==> src/hdl/assert_macros.svh <==
// ---------------------------------------------------------------------------
// Assertion macros shared by the segment/triangle test RTL
// ---------------------------------------------------------------------------
`ifndef ASSERT_MACROS_SVH
`define ASSERT_MACROS_SVH

// Same-cycle implication, disabled while reset is held
`define SVA_IMPLY(lbl, clk, rst_n, ante, cons) \
    lbl: assert property (@(posedge clk) disable iff (!rst_n) (ante) |-> (cons)) \
        else $error("implication check failed");

// Next-cycle implication, disabled while reset is held
`define SVA_NEXT(lbl, clk, rst_n, ante, cons) \
    lbl: assert property (@(posedge clk) disable iff (!rst_n) (ante) |=> (cons)) \
        else $error("next-cycle check failed");

`endif

==> src/hdl/sti_pkg.sv <==
// ---------------------------------------------------------------------------
// sti_pkg
// Shared types and constants for the segment/triangle crossing test.
// ---------------------------------------------------------------------------
package sti_pkg;

    // Width of one packed vector field
    localparam int VEC_WIDTH = 48;

    // Default coordinate lane width
    localparam int COORD_WIDTH_DEF = 16;

    // One input item: motion segment plus triangle
    typedef struct packed {
        logic [VEC_WIDTH-1:0] cur_pos;
        logic [VEC_WIDTH-1:0] old_pos;
        logic [VEC_WIDTH-1:0] vertex_a;
        logic [VEC_WIDTH-1:0] vertex_b;
        logic [VEC_WIDTH-1:0] vertex_c;
    } t_sti_in;

    // One result item
    typedef struct packed {
        logic hit;
        logic degenerate;
    } t_sti_out;

endpackage

==> src/hdl/sti_decide_stage.sv <==
// ---------------------------------------------------------------------------
// sti_decide_stage
// Two stages: fold the sign of D into all terms, then make the exact
// integer range tests and register the result item.
// ---------------------------------------------------------------------------
module sti_decide_stage
    import sti_pkg::*;
#(
    parameter int COORD_WIDTH = COORD_WIDTH_DEF
) (
    input  logic                              i_clk,
    input  logic                              i_rst_n,
    input  logic                              i_valid,
    input  logic signed [3*COORD_WIDTH+5:0]   i_den,
    input  logic signed [3*COORD_WIDTH+5:0]   i_na,
    input  logic signed [3*COORD_WIDTH+5:0]   i_nb,
    input  logic signed [3*COORD_WIDTH+5:0]   i_nt,
    output logic                              o_valid,
    output t_sti_out                          o_result
);

`include "assert_macros.svh"

    localparam int NW = 3 * COORD_WIDTH + 8;

    logic signed [NW-1:0] x_den, x_na, x_nb, x_nt;
    logic signed [NW-1:0] n_den, n_na, n_nb, n_nt;
    logic signed [NW-1:0] r_den, r_na, r_nb, r_nt;
    logic                 n_zero, r_zero, r_valid_n;
    logic signed [NW-1:0] sum_ab, slack_ab, slack_t;
    logic                 in_range;
    t_sti_out             n_result, r_result;
    logic                 r_valid_o;

    // Widen and flip every term when D is negative
    assign x_den = NW'(i_den);
    assign x_na  = NW'(i_na);
    assign x_nb  = NW'(i_nb);
    assign x_nt  = NW'(i_nt);

    assign n_zero = (i_den == '0);
    assign n_den  = i_den[$bits(i_den)-1] ? -x_den : x_den;
    assign n_na   = i_den[$bits(i_den)-1] ? -x_na  : x_na;
    assign n_nb   = i_den[$bits(i_den)-1] ? -x_nb  : x_nb;
    assign n_nt   = i_den[$bits(i_den)-1] ? -x_nt  : x_nt;

    // Test Na >= 0, Nb >= 0, Na + Nb <= D and 0 <= Nt < D
    assign sum_ab   = r_na + r_nb;
    assign slack_ab = r_den - sum_ab;
    assign slack_t  = r_nt - r_den;
    assign in_range = !r_na[NW-1] && !r_nb[NW-1] && !slack_ab[NW-1]
                      && !r_nt[NW-1] && slack_t[NW-1];

    always_comb begin
        n_result.hit        = !r_zero && in_range;
        n_result.degenerate = r_zero;
    end

    // Advance the valid bits
    always_ff @(posedge i_clk) begin
        if (!i_rst_n) begin
            r_valid_n <= 1'b0;
            r_valid_o <= 1'b0;
        end else begin
            r_valid_n <= i_valid;
            r_valid_o <= r_valid_n;
        end
    end

    // Hold normalised terms, then the result item
    always_ff @(posedge i_clk) begin
        r_den    <= n_den;
        r_na     <= n_na;
        r_nb     <= n_nb;
        r_nt     <= n_nt;
        r_zero   <= n_zero;
        r_result <= n_result;
    end

    assign o_valid  = r_valid_o;
    assign o_result = r_result;

    // A non-degenerate item must leave normalisation with a positive D
    `SVA_IMPLY(a_den_positive, i_clk, i_rst_n, r_valid_n && !r_zero, !r_den[NW-1] && r_den != '0)
    // A normalised item always reaches the output register next
    `SVA_NEXT(a_result_follows, i_clk, i_rst_n, r_valid_n, r_valid_o)

endmodule

==> config.mk <==
export PLATFORM = sky130hd
export DESIGN_NAME = sti_decide_stage
export DESIGN_NICKNAME = d
export VERILOG_FILES = /design/src/hdl/sti_pkg.sv /design/src/hdl/sti_decide_stage.sv
export VERILOG_INCLUDE_DIRS = /design/src /design/src/hdl
export SDC_FILE = /design/constraint.sdc
export NUM_CORES = 1
export LEC_CHECK = 0
export ABC_AREA = 0
export BUFFER_PORTS_ARGS = -buffer_cell sky130_fd_sc_hd__buf_2
export CAP_MARGIN = 5
export CORE_MARGIN = 2
export CORE_UTILIZATION = 40
export CTS_BUF_LIST = sky130_fd_sc_hd__clkbuf_2 sky130_fd_sc_hd__clkbuf_4 sky130_fd_sc_hd__clkbuf_8
export CTS_CLUSTER_DIAMETER = 40
export DETAILED_ROUTE_END_ITERATION = 8
export SYNTH_ARGS = -nofsm -noshare
export SYNTH_HDL_FRONTEND = slang
export SYNTH_SLANG_ARGS = --single-unit
export TNS_END_PERCENT = 50
==> constraint.sdc <==
create_clock -name i_clk -period 3.5 [get_ports i_clk]
set_clock_uncertainty 0.1 [all_clocks]
set_input_delay 0.7 -clock i_clk [delete_from_list [all_inputs] [get_ports i_clk]]
set_output_delay 0.7 -clock i_clk [all_outputs]
set_load 0.01 [all_outputs]
**Word-level counts from Yosys, hierarchy flattened**

Cells that the tools add are included.

- Mux-type cells: 4
- $add $sub $neg: 7
- Reductions and logical operators: 11

Operators with widths:

| operator | number |
|---|---|
| 54-bit negation with 56-bit output | 4 |
| 56-bit two-way mux | 3 |
| 56-bit subtractor | 2 |
| 56-bit adder | 1 |
| 54-bit logical NOT | 1 |
| 53-bit two-way mux | 1 |
| 1-bit logical AND | 5 |
| 1-bit logical NOT | 5 |

- Bits in registers: 229
- Logic and storage cells: 32
- Input bits: 219
- Output and inout port bits: 3

**Logic depth before layout (Yosys ltp)**

- Depth after elaboration: 7
- Depth in mapped cells: 11
- Gate-level depth less buffers: 11

**Least setup slack after synthesis**

Ideal clock, no wire load.

- Kind: in2reg
- Start: input port i_nt[22]
- End: register r_nt[45]
- Path slack: 14 ps
- Setup time: 72 ps
- Data arrival time: 3313 ps
- Required time: 3328 ps
- Path buffers: 0
- Cell stages on the path: 7
- Path through: or4_4 -> or4_4 -> or4_1 -> or4_4 -> or3_4 -> o41ai_4 -> xnor2_1

- Cells in the longest elaborated chain, start to end: 2

RTL lines:

| what | RTL line | RTL |
|---|---|---|
| from (decl) | sti_decide_stage.sv:17 | `input logic signed [3*COORD_WIDTH+5:0] i_nt,` |
| 54-bit negation with 56-bit output | sti_decide_stage.sv:45 | `assign n_nt = i_den[$bits(i_den)-1] ? -x_nt : x_nt;` |
| 56-bit two-way mux | sti_decide_stage.sv:45 |  |
| named net n_nt[45] | sti_decide_stage.sv:27 | `logic signed [NW-1:0] n_den, n_na, n_nb, n_nt;` |
| to (signal assigned) | sti_decide_stage.sv:75 | `r_nt <= n_nt;` |
| to (decl) | sti_decide_stage.sv:28 | `logic signed [NW-1:0] r_den, r_na, r_nb, r_nt;` |

The timed path passes the listed nets, and every way through them passes these cells.
A chain may end at the register's enable or synchronous reset.

==> results.json <==
{
  "tightest_slew_ns": 0.708,
  "hold_class": "in2reg",
  "post_cts_resized": 0,
  "grt_max_degree": 165,
  "vdd_drop_max_uv": 254,
  "rsz0062_at_grt": "false",
  "clk_pin_slew_ns": 0.06,
  "grt_overflow": 0,
  "dp_hpwl_um": 30300,
  "grt_first_pass_wirelength_um": 55700,
  "final_net_count": 2100,
  "crit_chain": "inv_1 -> fa_1 -> inv_1 -> ha_1 -> nand4_1 -> nor4_1 -> buf_4 -> o211ai_1 -> a311oi_1 -> buf_4 -> nor4_1 -> xnor2_1 -> mux2i_1",
  "io_pins": 222,
  "die_x_um": 186,
  "clk_latency_ns": 0.55,
  "first_pass_iters": 5,
  "synth_cell_types": 63,
  "ant_nets": 0,
  "period_needed_ns": 3.32,
  "num_rows": 66,
  "status": "finished clean",
  "drive_above_1_share_pct": 23.5,
  "final_hold_viol_count": 0,
  "cap_violations": 0,
  "cellPowerDensity_nw_per_um2": 472,
  "gr-usage-all-layers_pct": 21.0,
  "cp.required_ns": 3.86,
  "dp_cells": 2109,
  "antenna_found_initial": 5,
  "clockRootBuffer": "clkbuf_8",
  "fillers": 3133,
  "worst-setup-path-type": "reg2reg",
  "drv_slew": 0,
  "end_kind": "flop",
  "setup_tns_ns": 0,
  "fin_ws_ns": 0.179,
  "first_iter_violations": 586,
  "place.gp.congestion": 0.883,
  "fin_crit_sh_pct": 94.9,
  "synth-async-reset-ratio_pct": 0,
  "synth.yosys.warnings": 0,
  "ys_ff_latch": 229,
  "layout_commonest_cell": "dfxtp_1",
  "synth-edff-count": 0,
  "slowest_delay_ns": 0.53,
  "vias": 10900,
  "cts_buffers": 44,
  "htreeDepth": 2,
  "cp_max_fo": 3,
  "p_leak_uw": 0.00731,
  "synthCells": 1382,
  "netlist_area_um2": 13200,
  "final_cell_mix": "229 x dfxtp_1, 220 x buf_2, 207 x xnor2_1",
  "ctsHoldBuffers": 0,
  "fmax_ghz": 0.301,
  "dieArea_um2": 34500,
  "clockBufferDepth": 3,
  "syn_area_per_cell_um2": 9.57,
  "die_h_um": 186,
  "synth_ff_type": "dfxtp_1",
  "via_per_inst": 5.00,
  "initial_core_util_pct": 40.7,
  "layout.cells.non_filler": 2182,
  "grt_pass1_vias": 10700,
  "core_area_um2": 32500,
  "crit_slowest_cell": "fa_1",
  "slew_headroom_pct": 52.8,
  "power_uw": 7750,
  "syn_to_final_growth_pct": 24.2,
  "tritoncts": "yes",
  "port_buffers": 221,
  "utilization_pct": 50.5,
  "crit_arrival_ns": 3.68,
  "drc": 0,
  "finalWirelength_um": 36400,
  "wl_per_cell_um": 16.7,
  "setup_violations": 0,
  "cts.sinks": 229,
  "postCtsSetupRepairBufs": 0,
  "dp_slack_ns": -0.266,
  "ys_seq_area_share_pct": 34.7,
  "crit_path_start_kind": "flop"
}
## layout make-up
| cell class | count | area, µm² | share of cell area (%) |
|---|---|---|---|
| clock buffers | 56 | 721 | 4.39 |
| diodes | 3 | 7.51 | 0.0457 |
| inverters | 183 | 687 | 4.18 |
| flip-flops and latches | 229 | 4580 | 27.9 |
| multi-input cells | 943 | 7850 | 47.8 |
| repair buffers | 312 | 1810 | 11.0 |
| well taps | 442 | 553 | 3.37 |
| clock inverters | 14 | 219 | 1.33 |
## flip-flops by register name, summed over array words and instances, names as in the netlist
| name | count |
|---|---|
| r_nb | 56 |
| o_valid | 1 |
| r_valid_n | 1 |
| o_result | 2 |
| r_den | 56 |
| r_zero | 1 |
| r_nt | 56 |
| r_na | 56 |
## cells in the mapped netlist (13+ instances only)
master | instances | area [µm²]
dfxtp_1 | 229 | 4580
xnor2_1 | 207 | 1810
inv_1 | 183 | 687
ha_1 | 115 | 1440
nand2_1 | 91 | 342
o21ai_0 | 83 | 415
o31ai_1 | 57 | 428
fa_1 | 53 | 1060
o41ai_1 | 35 | 307
or4_1 | 31 | 233
a21oi_1 | 29 | 145
clkbuf_1 | 25 | 93.8
nor2_1 | 22 | 82.6
nand4_1 | 21 | 131
or3_1 | 19 | 119
nor4_1 | 18 | 113
nand3_1 | 17 | 85.1
nor3_1 | 14 | 70.1
nand2b_1 | 13 | 81.3
## metrics by stage
stage	instance area, µm²	hold slack (ns)
6_report	16400	0.187
2_1_floorplan	13200	0.232
5_1_grt	16400	0.160
4_1_cts	16400	0.150
3_3_place_gp	15500	0.270
3_5_place_dp	15500	0.267
## worst max-delay path, delay by kind of cell, from the launching register on
kind | cells | cell delay (ns)
buffers and inverters | 4 | 0.44
AND/OR/NAND/NOR | 3 | 0.59
adder cells (fa/ha/maj) | 2 | 0.83
XOR/XNOR | 1 | 0.19
AO/OA/AOI/OAI | 2 | 0.49
flip-flops | 1 | 0.31
multiplexers | 1 | 0.26
## layer usage
metal / track usage (%) / vias up / wire, µm
met3: 4.42 / 64 / 2230
met1: 28.2 / 5076 / 16800
met2: 34.0 / 288 / 16400
met4: 6.33 / 4 / 878
li1: - / 5469 / -
met5: 0 / - / 22
## logic make-up after synthesis
family / share of synthesized area [%]
and+or+nand+nor: 12.6
muxes: 0.0757
xor gates and xnor gates: 13.8
buffers and inverters: 6.00
adders and majority gates: 18.9
other: 0.0284
AOI/OAI and AO/OA: 13.9
DFF: 34.7
## path summary, 6_finish.rpt
kind | from | endpoint | slack, ns | cells after the start
min reg2reg | r_zero | o_result[0] | 0.27 | 0
min | i_nt[0] | r_nt[0] | 0.19 | 1
max reg2reg | r_den[21] | o_result[1] | 0.18 | 13
max | r_den[21] | o_result[1] | 0.18 | 13
## where the power goes
| part | total [µW] | switching, µW | internal [µW] |
|---|---|---|---|
| sequential | 3010 | 125 | 2890 |
| combinational | 1880 | 1000 | 875 |
| clock | 2870 | 1150 | 1720 |
| total | 7750 | 2280 | 5480 |
No activity file was read; power rests on OpenSTA's default activity.
