**src/hdl/assert_macros.svh**
```systemverilog
// ---------------------------------------------------------------------------
// Assertion macros shared by the segment/triangle test RTL
// ---------------------------------------------------------------------------
`ifndef ASSERT_MACROS_SVH
`define ASSERT_MACROS_SVH

// Same-cycle implication, disabled while reset is held
`define SVA_IMPLY(lbl, clk, rst_n, ante, cons) \
    lbl: assert property (@(posedge clk) disable iff (!rst_n) (ante) |-> (cons)) \
        else $error("implication check failed");

// Next-cycle implication, disabled while reset is held
`define SVA_NEXT(lbl, clk, rst_n, ante, cons) \
    lbl: assert property (@(posedge clk) disable iff (!rst_n) (ante) |=> (cons)) \
        else $error("next-cycle check failed");

`endif

```
**src/hdl/sti_pkg.sv**
```systemverilog
// ---------------------------------------------------------------------------
// sti_pkg
// Shared types and constants for the segment/triangle crossing test.
// ---------------------------------------------------------------------------
package sti_pkg;

    // Width of one packed vector field
    localparam int VEC_WIDTH = 48;

    // Default coordinate lane width
    localparam int COORD_WIDTH_DEF = 16;

    // One input item: motion segment plus triangle
    typedef struct packed {
        logic [VEC_WIDTH-1:0] cur_pos;
        logic [VEC_WIDTH-1:0] old_pos;
        logic [VEC_WIDTH-1:0] vertex_a;
        logic [VEC_WIDTH-1:0] vertex_b;
        logic [VEC_WIDTH-1:0] vertex_c;
    } t_sti_in;

    // One result item
    typedef struct packed {
        logic hit;
        logic degenerate;
    } t_sti_out;

endpackage

```
**src/hdl/sti_edge_stage.sv**
```systemverilog
// ---------------------------------------------------------------------------
// sti_edge_stage
// Unpacks the coordinate lanes and registers the edge vectors u, v, w, d.
// ---------------------------------------------------------------------------
module sti_edge_stage
    import sti_pkg::*;
#(
    parameter int COORD_WIDTH = COORD_WIDTH_DEF
) (
    input  logic                          i_clk,
    input  logic                          i_rst_n,
    input  logic                          i_valid,
    input  t_sti_in                       i_item,
    output logic                          o_valid,
    output logic signed [COORD_WIDTH:0]   o_u [3],
    output logic signed [COORD_WIDTH:0]   o_v [3],
    output logic signed [COORD_WIDTH:0]   o_w [3],
    output logic signed [COORD_WIDTH:0]   o_d [3]
);

    localparam int CW  = COORD_WIDTH;
    localparam int CW1 = COORD_WIDTH + 1;
    localparam int EXW = VEC_WIDTH + 3 * COORD_WIDTH;

    // Zero-extend each field so lanes past the top read as zero
    logic [EXW-1:0] ext_p, ext_q, ext_a0, ext_a1, ext_a2;

    assign ext_p  = {(3 * CW)'(0), i_item.cur_pos};
    assign ext_q  = {(3 * CW)'(0), i_item.old_pos};
    assign ext_a0 = {(3 * CW)'(0), i_item.vertex_a};
    assign ext_a1 = {(3 * CW)'(0), i_item.vertex_b};
    assign ext_a2 = {(3 * CW)'(0), i_item.vertex_c};

    logic signed [CW-1:0] p [3], q [3], a0 [3], a1 [3], a2 [3];
    logic signed [CW:0]   n_u [3], n_v [3], n_w [3], n_d [3];
    logic signed [CW:0]   r_u [3], r_v [3], r_w [3], r_d [3];
    logic                 r_valid;

    // Take lanes apart and form the edge differences
    for (genvar k = 0; k < 3; k++) begin : g_lane
        assign p[k]  = $signed(ext_p[k*CW +: CW]);
        assign q[k]  = $signed(ext_q[k*CW +: CW]);
        assign a0[k] = $signed(ext_a0[k*CW +: CW]);
        assign a1[k] = $signed(ext_a1[k*CW +: CW]);
        assign a2[k] = $signed(ext_a2[k*CW +: CW]);

        assign n_u[k] = CW1'(a0[k]) - CW1'(a1[k]);
        assign n_v[k] = CW1'(a0[k]) - CW1'(a2[k]);
        assign n_w[k] = CW1'(p[k])  - CW1'(a0[k]);
        assign n_d[k] = CW1'(q[k])  - CW1'(p[k]);
    end

    // Advance the valid bit
    always_ff @(posedge i_clk) begin
        if (!i_rst_n) begin
            r_valid <= 1'b0;
        end else begin
            r_valid <= i_valid;
        end
    end

    // Hold the edge vectors
    always_ff @(posedge i_clk) begin
        r_u <= n_u;
        r_v <= n_v;
        r_w <= n_w;
        r_d <= n_d;
    end

    assign o_valid = r_valid;
    assign o_u     = r_u;
    assign o_v     = r_v;
    assign o_w     = r_w;
    assign o_d     = r_d;

endmodule

```
**config.mk**
```make
export PLATFORM = sky130hd
export DESIGN_NAME = sti_edge_stage
export DESIGN_NICKNAME = d
export VERILOG_FILES = /design/src/hdl/assert_macros.svh /design/src/hdl/sti_pkg.sv /design/src/hdl/sti_edge_stage.sv
export SDC_FILE = /design/constraint.sdc
export NUM_CORES = 1
export LEC_CHECK = 0
export BUFFER_PORTS_ARGS = -buffer_cell sky130_fd_sc_hd__buf_2
export CAP_MARGIN = 20
export CORE_UTILIZATION = 30
export CTS_CLUSTER_DIAMETER = 60
export CTS_CLUSTER_SIZE = 28
export DETAILED_ROUTE_END_ITERATION = 7
export GPL_TIMING_DRIVEN = 0
export REMOVE_ABC_BUFFERS = 1
export SLEW_MARGIN = 20
export SYNTH_ARGS = -nofsm -noshare
export SYNTH_HDL_FRONTEND = slang
export SYNTH_SLANG_ARGS = --single-unit
export TNS_END_PERCENT = 50
```
**constraint.sdc**
```tcl
create_clock -name i_clk -period 2.22 [get_ports i_clk]
set_input_delay 0.222 -clock i_clk [delete_from_list [all_inputs] [get_ports i_clk]]
set_output_delay 0.222 -clock i_clk [all_outputs]
set_load 0.05 [all_outputs]
```
---- Word-level counts from Yosys, hierarchy flattened ----
Index checks and enable logic that the tools add are counted.
word-level totals
  register bits after elaboration ......... 205
  logic and storage cells ................. 25
operators by class
  add/subtract/negate cells ............... 12
operators by type and width
  cell                          count
  subtractor 16 x 16 -> 17 bit  12

---- Longest topological paths before layout ----
Gate-level depths: netlist (run 1).
  depth after elaboration ................. 1
  depth in mapped cells ................... 9

---- Worst setup path after synthesis (run 1) ----
No wires, ideal clock.
  path type ............................... input to register
  start ................................... input port i_item[176] (netlist name)
  end ..................................... register r_d, in the netlist o_d[16]
  setup time .............................. 0.086 ns
  slack ................................... 0.092 ns
  arrival time ............................ 2.042 ns
  path buffers ............................ 0
  cell stages on the path ................. 9
  cells stage by stage .................... inv_1 -> ha_1 -> fa_1 -> nand2b_1 -> a21oi_2 -> o41a_1 -> a221o_1 -> a211o_2 -> a221oi_2
RTL lines
  what                  RTL line              source
  from (decl)           sti_edge_stage.sv:13  input t_sti_in i_item,
  to (signal assigned)  sti_edge_stage.sv:67  r_d <= n_d;
  to (decl)             sti_edge_stage.sv:36  logic signed [CW:0] r_u [3], r_v [3], r_w [3], r_d [3];

==> results of run 1 <==
-- critical path: stages --
cell           delay, ns
dlygate4sd3_1       0.52
buf_2               0.13
fa_1                0.21
nand2b_4            0.14
a21oi_2             0.07
o41a_1              0.41
a221o_1             0.36
a211o_2             0.34
a221oi_2            0.21
-- power breakdown --
part	switching, W	internal [W]	leakage (nW)
clock network	0.00202	0.00316	0.518
registers	0.000217	0.00446	1.73
logic	0.00483	0.00195	7.07
total	0.00707	0.00958	9.32
-- stage by stage --
stage | worst slack, ns | cell area (sq um)
2_1_floorplan | 0.0918 | 13600
3_3_place_gp | -0.446 | 16600
3_5_place_dp | -0.504 | 16600
4_1_cts | 0.0267 | 18000
5_1_grt | -0.0446 | 18100
6_report | 0.0936 | 18100
-- final timing paths --
| kind | startpoint | endpoint | slack (ns) | cells after the start |
|---|---|---|---|---|
| setup / recovery | i_item[225] | o_d[16] | 0.09 | 9 |
| hold / removal | i_item[223] | o_w[32] | 0.03 | 3 |
-- cells in the mapped netlist (6+ instances only) --
cell type  instances  area share
a211o_1           11      0.0071
a211oi_1          12      0.0066
a21boi_0          10      0.0055
a21o_1            25       0.014
a21oi_1          124       0.046
a311oi_1           6      0.0039
a31oi_1           17      0.0078
and2_1             9      0.0041
and3_1            12      0.0055
clkbuf_1           9      0.0025
dfxtp_1          205        0.30
fa_1              12       0.018
ha_1             192        0.18
inv_1            258       0.071
nand2_1           77       0.021
nand2b_1          15      0.0069
nand3_1           24      0.0088
nand4_1           14      0.0064
nor2_1           105       0.029
nor2b_1           38       0.017
nor3_1            25      0.0092
nor4_1             6      0.0028
o211ai_1          12      0.0066
o21a_1            36       0.020
o21ai_0           85       0.031
o21bai_1           6      0.0033
o31a_1            13      0.0084
o31ai_1           16      0.0088
or2_2              6      0.0028
xnor2_1           92       0.059
xor2_1            46       0.030
-- state kept, by name, summed over array words and instances (netlist names) --
signal   cells
o_d         51
o_u         51
o_v         51
o_valid      1
o_w         51
-- final cells by class --
type                       instances  area, sq um  area share
antenna                            7         17.5    0.000967
clock buffer                      35          821      0.0453
clock inverter                    19          263      0.0145
inverter                         258          968      0.0535
multi-input combinational       1136         8560       0.473
sequential                       205         4100       0.227
tap                              592          741      0.0409
timing repair buffer             486         2630       0.145
-- per-layer routing --
metal,GRT usage,share of wire,vias to the layer above
met5,0,0.0015,-
met4,0.0596,0.025,10
met3,0.0508,0.077,77
met2,0.318,0.48,408
met1,0.214,0.42,6020
li1,-,-,6629
-- cells by family (layout without fill, tap and decap cells) --
family | Yosys count | after routing
muxes | 4 | 4
buffers and inverters | 267 | 798
DFF | 205 | 205
AOI/OAI and AO/OA | 442 | 442
other | 0 | 7
and+or+nand+nor | 348 | 348
adders and majority gates | 204 | 204
xor gates and xnor gates | 138 | 138
-- repair_timing --
action	in CTS	in global routing
hold buffers	39	0
gates resized for setup	0	12
setup endpoints to repair	0	15
endpoints found under the hold margin	35	0
-- cells in the final DEF, fill, tap and decap left out, types with 17 or more instances in the layout --
master and count:
a21o_1 25, a21oi_1 123, a31oi_1 17, buf_2 447, clkbuf_16 31, dfxtp_1 205, dlygate4sd3_1 39, ha_1 192
inv_1 258, nand2_1 77, nand3_1 24, nor2_1 105, nor2b_1 38, nor3_1 24, o21a_1 36, o21ai_0 83
xnor2_1 92, xor2_1 46
==> impl_metrics.py, run 1 <==
metrics = {
    "timing": {
        "setup_viol": 0,
        "finalSetupTns_ns": 0,
        "rsz0062_at_grt": "yes",
        "min_period_ns": 2.13,
        "finalHoldViolCount": 0,
        "tightestPinTransition_ns": 0.882,
        "clock.fmax_mhz": 470,
        "hold_ws_ns": 0.0299,
        "slew_headroom": 0.404,
        "slew_violations": 0,
        "fin_crit_sh": 0.958,
    },
    "cts": {
        "cts_root_buf": "clkbuf_16",
        "cts_tree": "done",
        "cts_buffers": 31,
        "path_clk_slew_ns": 0.05,
        "post-cts-setup-buffer-count": 0,
        "cts.path.max_buffers": 3,
        "cts.sinks": 205,
        "cts_htree_levels": 1,
    },
    "power": {
        "peakVddDrop_v": 0.000580,
        "p_per_area_mw_per_mm2": 920,
        "leakage_nw": 9.32,
        "finalPower_w": 0.0167,
    },
    "critical_path": {
        "cp.arrival_ns": 2.62,
        "critPathCaptureType": "flip-flop",
        "startpoint_type": "input port",
        "cp.required_ns": 2.72,
        "path_class": "in2reg",
        "critPathMaxFanout": 3,
    },
    "route": {
        "dr.pass1.iters": 5,
        "vias": 13144,
        "drc": 0,
        "vias_per_cell": 4.80,
        "wire_per_inst_microns": 15.9,
        "drt-total-wl_microns": 43500,
        "drt-initial-drc-count": 633,
        "ant_nets": 0,
    },
    "synthesis": {
        "postSynth.asyncResetShare": 0,
        "syn-cell-area_sq_mm": 0.0136,
        "synth_cells": 1608,
        "ys.flop_type": "dfxtp_1",
        "synth_xor_area_frac": 0.0887,
        "synth_compound_area_frac": 0.216,
        "ys_seq_area_frac": 0.301,
        "synthAdderAreaFrac": 0.194,
        "synth.distinct_cells": 74,
        "yosys.area_share.simple": 0.124,
        "yosys_warnings": 0,
        "muxShareOfSynthArea": 0.00294,
        "synth-edff-count": 0,
        "synth_top_family_by_area": "compound AO/OA/AOI/OAI gates",
        "postSynthAreaPerCell_sq_um": 8.47,
        "synth-seq-cells": 205,
    },
    "floorplanning": {
        "initial_core_util": 0.306,
        "die-area_sq_mm": 0.0463,
        "core_sq_mm": 0.0445,
        "io_pins": 448,
        "die_h_microns": 215,
        "num_rows": 77,
        "die_width_microns": 215,
    },
    "place": {
        "gp_congestion": 0.906,
        "placed_cells": 2638,
        "port_buffers": 447,
        "dp_hpwl_microns": 36000,
    },
    "global_route": {
        "grt_pass1_wl_microns": 67800,
        "grt_max_degree": 17,
        "first_global_vias": 13026,
        "gr-usage-all-layers": 0.182,
        "grt_overflow_total": 0,
        "antenna_found_initial": 13,
    },
    "finish": {
        "fin_nets": 2565,
        "final_core_util": 0.407,
        "area_growth_pct": 32.9,
        "fillers": 4590,
        "finalNonFillerCells": 2738,
        "layout-drive-gt1-share": 0.249,
    },
    "run_status": {
        "outcome": "complete, no violations",
    },
    "worst_hold_path": {
        "hold_class": "in2reg",
    },
    "run": {
        "max_cap_viol_count": 0,
    },
}
No activity file was read; power rests on OpenSTA's default activity.
==> inputs of run 2 (changes only) <==
Settings changed: BUFFER_PORTS_ARGS -buffer_cell sky130_fd_sc_hd__buf_2 to default, DONT_BUFFER_PORTS from default to 1, TNS_END_PERCENT 50 to default.
==> impl_metrics.py, run 2 (synthesis results as in run 1) <==
metrics = {
    "floorplanning": {
        "die_width_microns": 215,
        "core_sq_mm": 0.0445,
        "die_h_microns": 215,
        "die-area_sq_mm": 0.0463,
        "num_rows": 77,
        "initial_core_util": 0.306,
        "io_pins": 448,
    },
    "timing": {
        "min_period_ns": 2.17,
        "clock.fmax_mhz": 461,
        "finalSetupTns_ns": 0,
        "fin_crit_sh": 0.977,
        "slew_headroom": 0.406,
        "tightestPinTransition_ns": 0.880,
        "setup_viol": 0,
        "finalHoldViolCount": 0,
        "slew_violations": 0,
    },
    "global_route": {
        "gr-usage-all-layers": 0.180,
        "first_global_vias": 12116,
        "grt_max_degree": 16,
        "grt_overflow_total": 0,
        "grt_pass1_wl_microns": 66300,
        "antenna_found_initial": 0,
    },
    "route": {
        "drt-total-wl_microns": 43600,
        "vias": 12118,
        "drt-initial-drc-count": 668,
        "ant_nets": 0,
        "wire_per_inst_microns": 18.3,
        "vias_per_cell": 5.08,
        "dr.pass1.iters": 5,
        "drc": 0,
    },
    "critical_path": {
        "worstSetupStartpoint": "i_item[225]",
        "cp_cell_sequence": "dlygate4sd3_1 > fa_2 > nand2b_1 > a21oi_2 > o41a_1 > a221o_1 > a211o_2 > a221oi_2",
        "critPathCaptureType": "flip-flop",
        "cp-endpoint": "o_d[16]",
        "path_class": "in2reg",
        "cp.required_ns": 2.68,
        "startpoint_type": "input port",
        "critPathMaxFanout": 3,
        "cp_slowest_cell": "dlygate4sd3_1",
        "cp.arrival_ns": 2.63,
        "cpPeakStageDelay_ns": 0.59,
    },
    "finish": {
        "antenna_cells": 0,
        "final_common_cell": "inv_1",
        "layout-drive-gt1-share": 0.0474,
        "mostFrequentLayoutCells": "inv_1, dfxtp_1, ha_1, dlygate4sd3_1, a21oi_1",
        "area_growth_pct": 23.4,
        "finalNonFillerCells": 2384,
        "fillers": 4490,
        "fin_nets": 2220,
    },
    "power": {
        "switching_share": 0.439,
        "p_sw_w": 0.00674,
        "p_clk_frac": 0.297,
        "leakage_nw": 7.94,
        "p_seq_frac": 0.498,
        "p_int_w": 0.00862,
        "peakVddDrop_v": 0.000696,
        "p_comb_frac": 0.206,
        "p_per_area_mw_per_mm2": 914,
    },
    "cts": {
        "cts_tree": "done",
        "cts_htree_levels": 1,
        "cts_root_buf": "clkbuf_16",
        "cts.path.max_buffers": 3,
        "cts.sinks": 205,
        "cts_buffers": 26,
        "path_clk_slew_ns": 0.06,
    },
    "run": {
        "max_cap_viol_count": 0,
    },
    "place": {
        "dp_hpwl_microns": 34600,
        "gp_congestion": 0.892,
        "port_buffers": 0,
        "placed_cells": 2191,
    },
    "run_status": {
        "outcome": "complete, no violations",
    },
    "worst_hold_path": {
        "hold_class": "in2reg",
    },
}
[run 2: cell count changes in the layout (fill, tap and decap cells not counted), sizes merged]
cell,change
buf,-446
bufinv,-1
clkbuf,-6
clkinv,+8
clkinvlp,-4
diode,-7
dlygate4sd3,+106
inv,-4
[run 2: metrics by stage]
stage	hold WS (ns)	util	total power [W]	area (sq um)	worst slack (ns)
2_1_floorplan	0.344	-	0.00970	13600	0.0918
5_1_grt	0.0282	0.378	0.0161	16800	-0.0331
4_1_cts	0.000400	0.376	0.0155	16700	0.00405
3_3_place_gp	0.348	0.322	0.0104	14300	-0.310
6_report	0.0349	0.378	0.0154	16800	0.0509
3_5_place_dp	0.356	0.322	0.0105	14300	-0.383
[run 2: power groups by stage]
stage	clock, W	sequential [W]	combinational [W]
global route	0.00486	0.00770	0.00353
detailed placement	0	0.00773	0.00276
floorplan	0	0.00749	0.00221
global placement	0	0.00775	0.00269
finish	0.00456	0.00765	0.00316
CTS	0.00470	0.00766	0.00309
[run 2: per-layer routing]
metal,up-vias,global-route usage,routed length [microns]
li1,5943,-,-
met1,5594,0.195,16800
met2,472,0.309,20600
met4,0,0.0749,1750
met5,-,0,0
met3,109,0.0712,4550
[run 2: cell type report]
type | count | area (sq um) | share of cell area
clock buffers | 29 | 693 | 0.0412
clock inverters | 18 | 244 | 0.0145
inverters | 258 | 968 | 0.0576
multi-input cells | 1136 | 8600 | 0.512
flip-flops and latches | 205 | 4100 | 0.244
well taps | 592 | 741 | 0.0441
repair buffers | 146 | 1460 | 0.0868
[run 2: repair_timing]
| action | CTS | global route |
|---|---|---|
| setup buffers | 0 | 1 |
| gates resized for setup | 0 | 19 |
| endpoints found under the setup margin | 0 | 23 |
| hold buffers | 145 | 0 |
| hold endpoints to repair | 143 | 0 |
[run 2: worst min-delay path by stage]
stage | depth (start not counted) | start | slack [ns] | endpoint
after global routing | 3 | i_item[228] | 0.03 | o_d[4]
final | 3 | i_item[143] | 0.03 | o_w[15]
after floorplan | 1 | i_valid | 0.34 | o_valid
after detailed placement | 1 | i_valid | 0.36 | o_valid
after CTS | 3 | i_item[143] | 0.0004 | o_w[15]
after global placement | 1 | i_valid | 0.35 | o_valid
[run 2: critical path: cells and delay by family]
kind            cells  cell delay [ns]
simple gates        1             0.15
buf+inv             1             0.59
compound gates      5             1.43
fa+ha+maj           1             0.23
==> inputs of run 3 (changes only) <==
Settings changed: ABC_AREA from default to 1.
==> impl_metrics.py, run 3 <==
metrics = {
    "run_status": {
        "outcome": "complete, no violations",
    },
    "timing": {
        "min_period_ns": 1.89,
        "setup_viol": 0,
        "slew_violations": 0,
        "finalHoldViolCount": 0,
        "fin_crit_sh": 0.849,
        "fin_ws_ns": 0.334,
        "tightestPinTransition_ns": 0.617,
        "clock.fmax_mhz": 530,
        "rsz0062_at_grt": "no",
        "hold_ws_ns": 0.0251,
        "finalSetupTns_ns": 0,
        "slew_headroom": 0.588,
    },
    "critical_path": {
        "cp-endpoint": "o_d[2]",
        "critPathCaptureType": "flip-flop",
        "startpoint_type": "input port",
        "critPathMaxFanout": 3,
        "worstSetupStartpoint": "i_item[178]",
        "path_class": "in2reg",
        "cp.required_ns": 2.69,
        "cp.arrival_ns": 2.36,
    },
    "finish": {
        "final_common_cell": "nand2_1",
        "layout-drive-gt1-share": 0.0281,
        "final_core_util": 0.369,
        "mostFrequentLayoutCells": "nand2_1, inv_1, dfxtp_1, ha_1, dlygate4sd3_1",
        "fillers": 5929,
        "area_growth_pct": 21.9,
        "finalNonFillerCells": 3780,
        "fin_nets": 3449,
    },
    "floorplanning": {
        "die-area_sq_mm": 0.0565,
        "num_rows": 86,
        "die_h_microns": 238,
        "core_sq_mm": 0.0550,
        "die_width_microns": 238,
        "initial_core_util": 0.303,
        "io_pins": 448,
    },
    "place": {
        "gp_congestion": 0.908,
        "placed_cells": 3551,
        "port_buffers": 0,
        "dp_slack_ns": 0.388,
        "dp_hpwl_microns": 44200,
    },
    "synthesis": {
        "synth.most_common_cell": "nand2_1",
        "ys.flop_type": "dfxtp_1",
        "postSynthAreaPerCell_sq_um": 5.95,
        "synth_top_area_cell": "nand2_1",
        "yosys_warnings": 0,
        "synth-edff-count": 0,
        "ys_seq_area_frac": 0.246,
        "yosys-top-cells-area": "nand2_1, dfxtp_1, inv_1, ha_1, nand3_1",
        "yosys-top-cells-count": "nand2_1, inv_1, dfxtp_1, ha_1, nand3_1",
        "synth-seq-cells": 205,
        "synth.distinct_cells": 15,
        "synth_cells": 2803,
        "postSynth.asyncResetShare": 0,
        "netlist.area_leader.share": 0.250,
        "syn-cell-area_sq_mm": 0.0167,
    },
    "global_route": {
        "grt_overflow_total": 0,
        "first_global_vias": 15377,
        "grt_pass1_wl_microns": 82300,
        "antenna_found_initial": 9,
        "gr-usage-all-layers": 0.187,
        "grt_max_degree": 17,
    },
    "route": {
        "vias": 16414,
        "drt-total-wl_microns": 54400,
        "drt-initial-drc-count": 800,
        "dr.pass1.iters": 5,
        "wire_per_inst_microns": 14.4,
        "vias_per_cell": 4.34,
        "ant_nets": 0,
        "drc": 0,
    },
    "cts": {
        "cts_resized": 0,
        "cts.path.max_buffers": 3,
        "cts_htree_levels": 1,
        "cts_buffers": 28,
        "path_clk_slew_ns": 0.07,
        "cts_root_buf": "clkbuf_16",
        "cts.sinks": 205,
        "post-cts-setup-buffer-count": 0,
        "cts_tree": "done",
        "cts_hold_buf": 169,
    },
    "power": {
        "leakage_nw": 12.7,
        "peakVddDrop_v": 0.000596,
        "p_per_area_mw_per_mm2": 782,
    },
    "worst_hold_path": {
        "hold_class": "in2reg",
    },
    "run": {
        "max_cap_viol_count": 0,
    },
}
## run 3: metal layers
layer | track usage | wire length, microns | share of wire | up-vias
li1 | - | - | - | 8664
met1 | 0.214 | 22100 | 0.41 | 7138
met2 | 0.318 | 25200 | 0.46 | 501
met3 | 0.0645 | 5310 | 0.098 | 105
met4 | 0.0702 | 1800 | 0.033 | 6
met5 | 0 | 37 | 0.00068 | -
## run 3: worst max-delay path: stages
cell	delay, ns
dlygate4sd3_1	0.56
ha_1	0.32
dlygate4sd3_1	0.58
xnor2_1	0.13
dlygate4sd3_1	0.55
## run 3: final cells by class
cell class / count / area, sq um / share of cell area
inverters: 767 / 2880 / 0.142
well taps: 748 / 936 / 0.0461
clock inverters: 18 / 215 / 0.0106
diodes: 9 / 22.5 / 0.00111
multi-input cells: 1831 / 9690 / 0.477
flip-flops and latches: 205 / 4100 / 0.202
clock buffers: 33 / 781 / 0.0384
repair buffers: 169 / 1690 / 0.0833
## run 3: cells by family (layout without fill, tap and decap cells)
family	count (synthesis)	in the layout	share of synthesized area
compound gates	120	120	0.0360
xor+xnor	84	84	0.0441
fa+ha+maj	204	204	0.159
buf+inv	767	987	0.173
flops	205	205	0.246
other cells	0	9	0
simple gates	1423	1423	0.342
## run 3: worst min-delay path by stage
| stage | start | end | cells past startpoint |
|---|---|---|---|
| 4_1_cts | i_item[111] | o_v[49] | 3 |
| 6_report | i_item[111] | o_v[49] | 3 |
| 3_3_place_gp | i_valid | o_valid | 2 |
| 3_5_place_dp | i_valid | o_valid | 2 |
| 2_1_floorplan | i_valid | o_valid | 2 |
| 5_1_grt | i_item[111] | o_v[49] | 3 |
## run 3: through the flow
| stage | cell area [sq um] | power [W] |
|---|---|---|
| after floorplan | 16700 | 0.00984 |
| after global placement | 17600 | 0.0108 |
| after detailed placement | 17600 | 0.0108 |
| after CTS | 20300 | 0.0160 |
| after global routing | 20300 | 0.0168 |
| final | 20300 | 0.0159 |
## run 3: power breakdown
group | internal (W) | switching (W)
combinational | 0.00144 | 0.00227
sequential | 0.00442 | 0.00298
clock | 0.00272 | 0.00206
total | 0.00858 | 0.00731
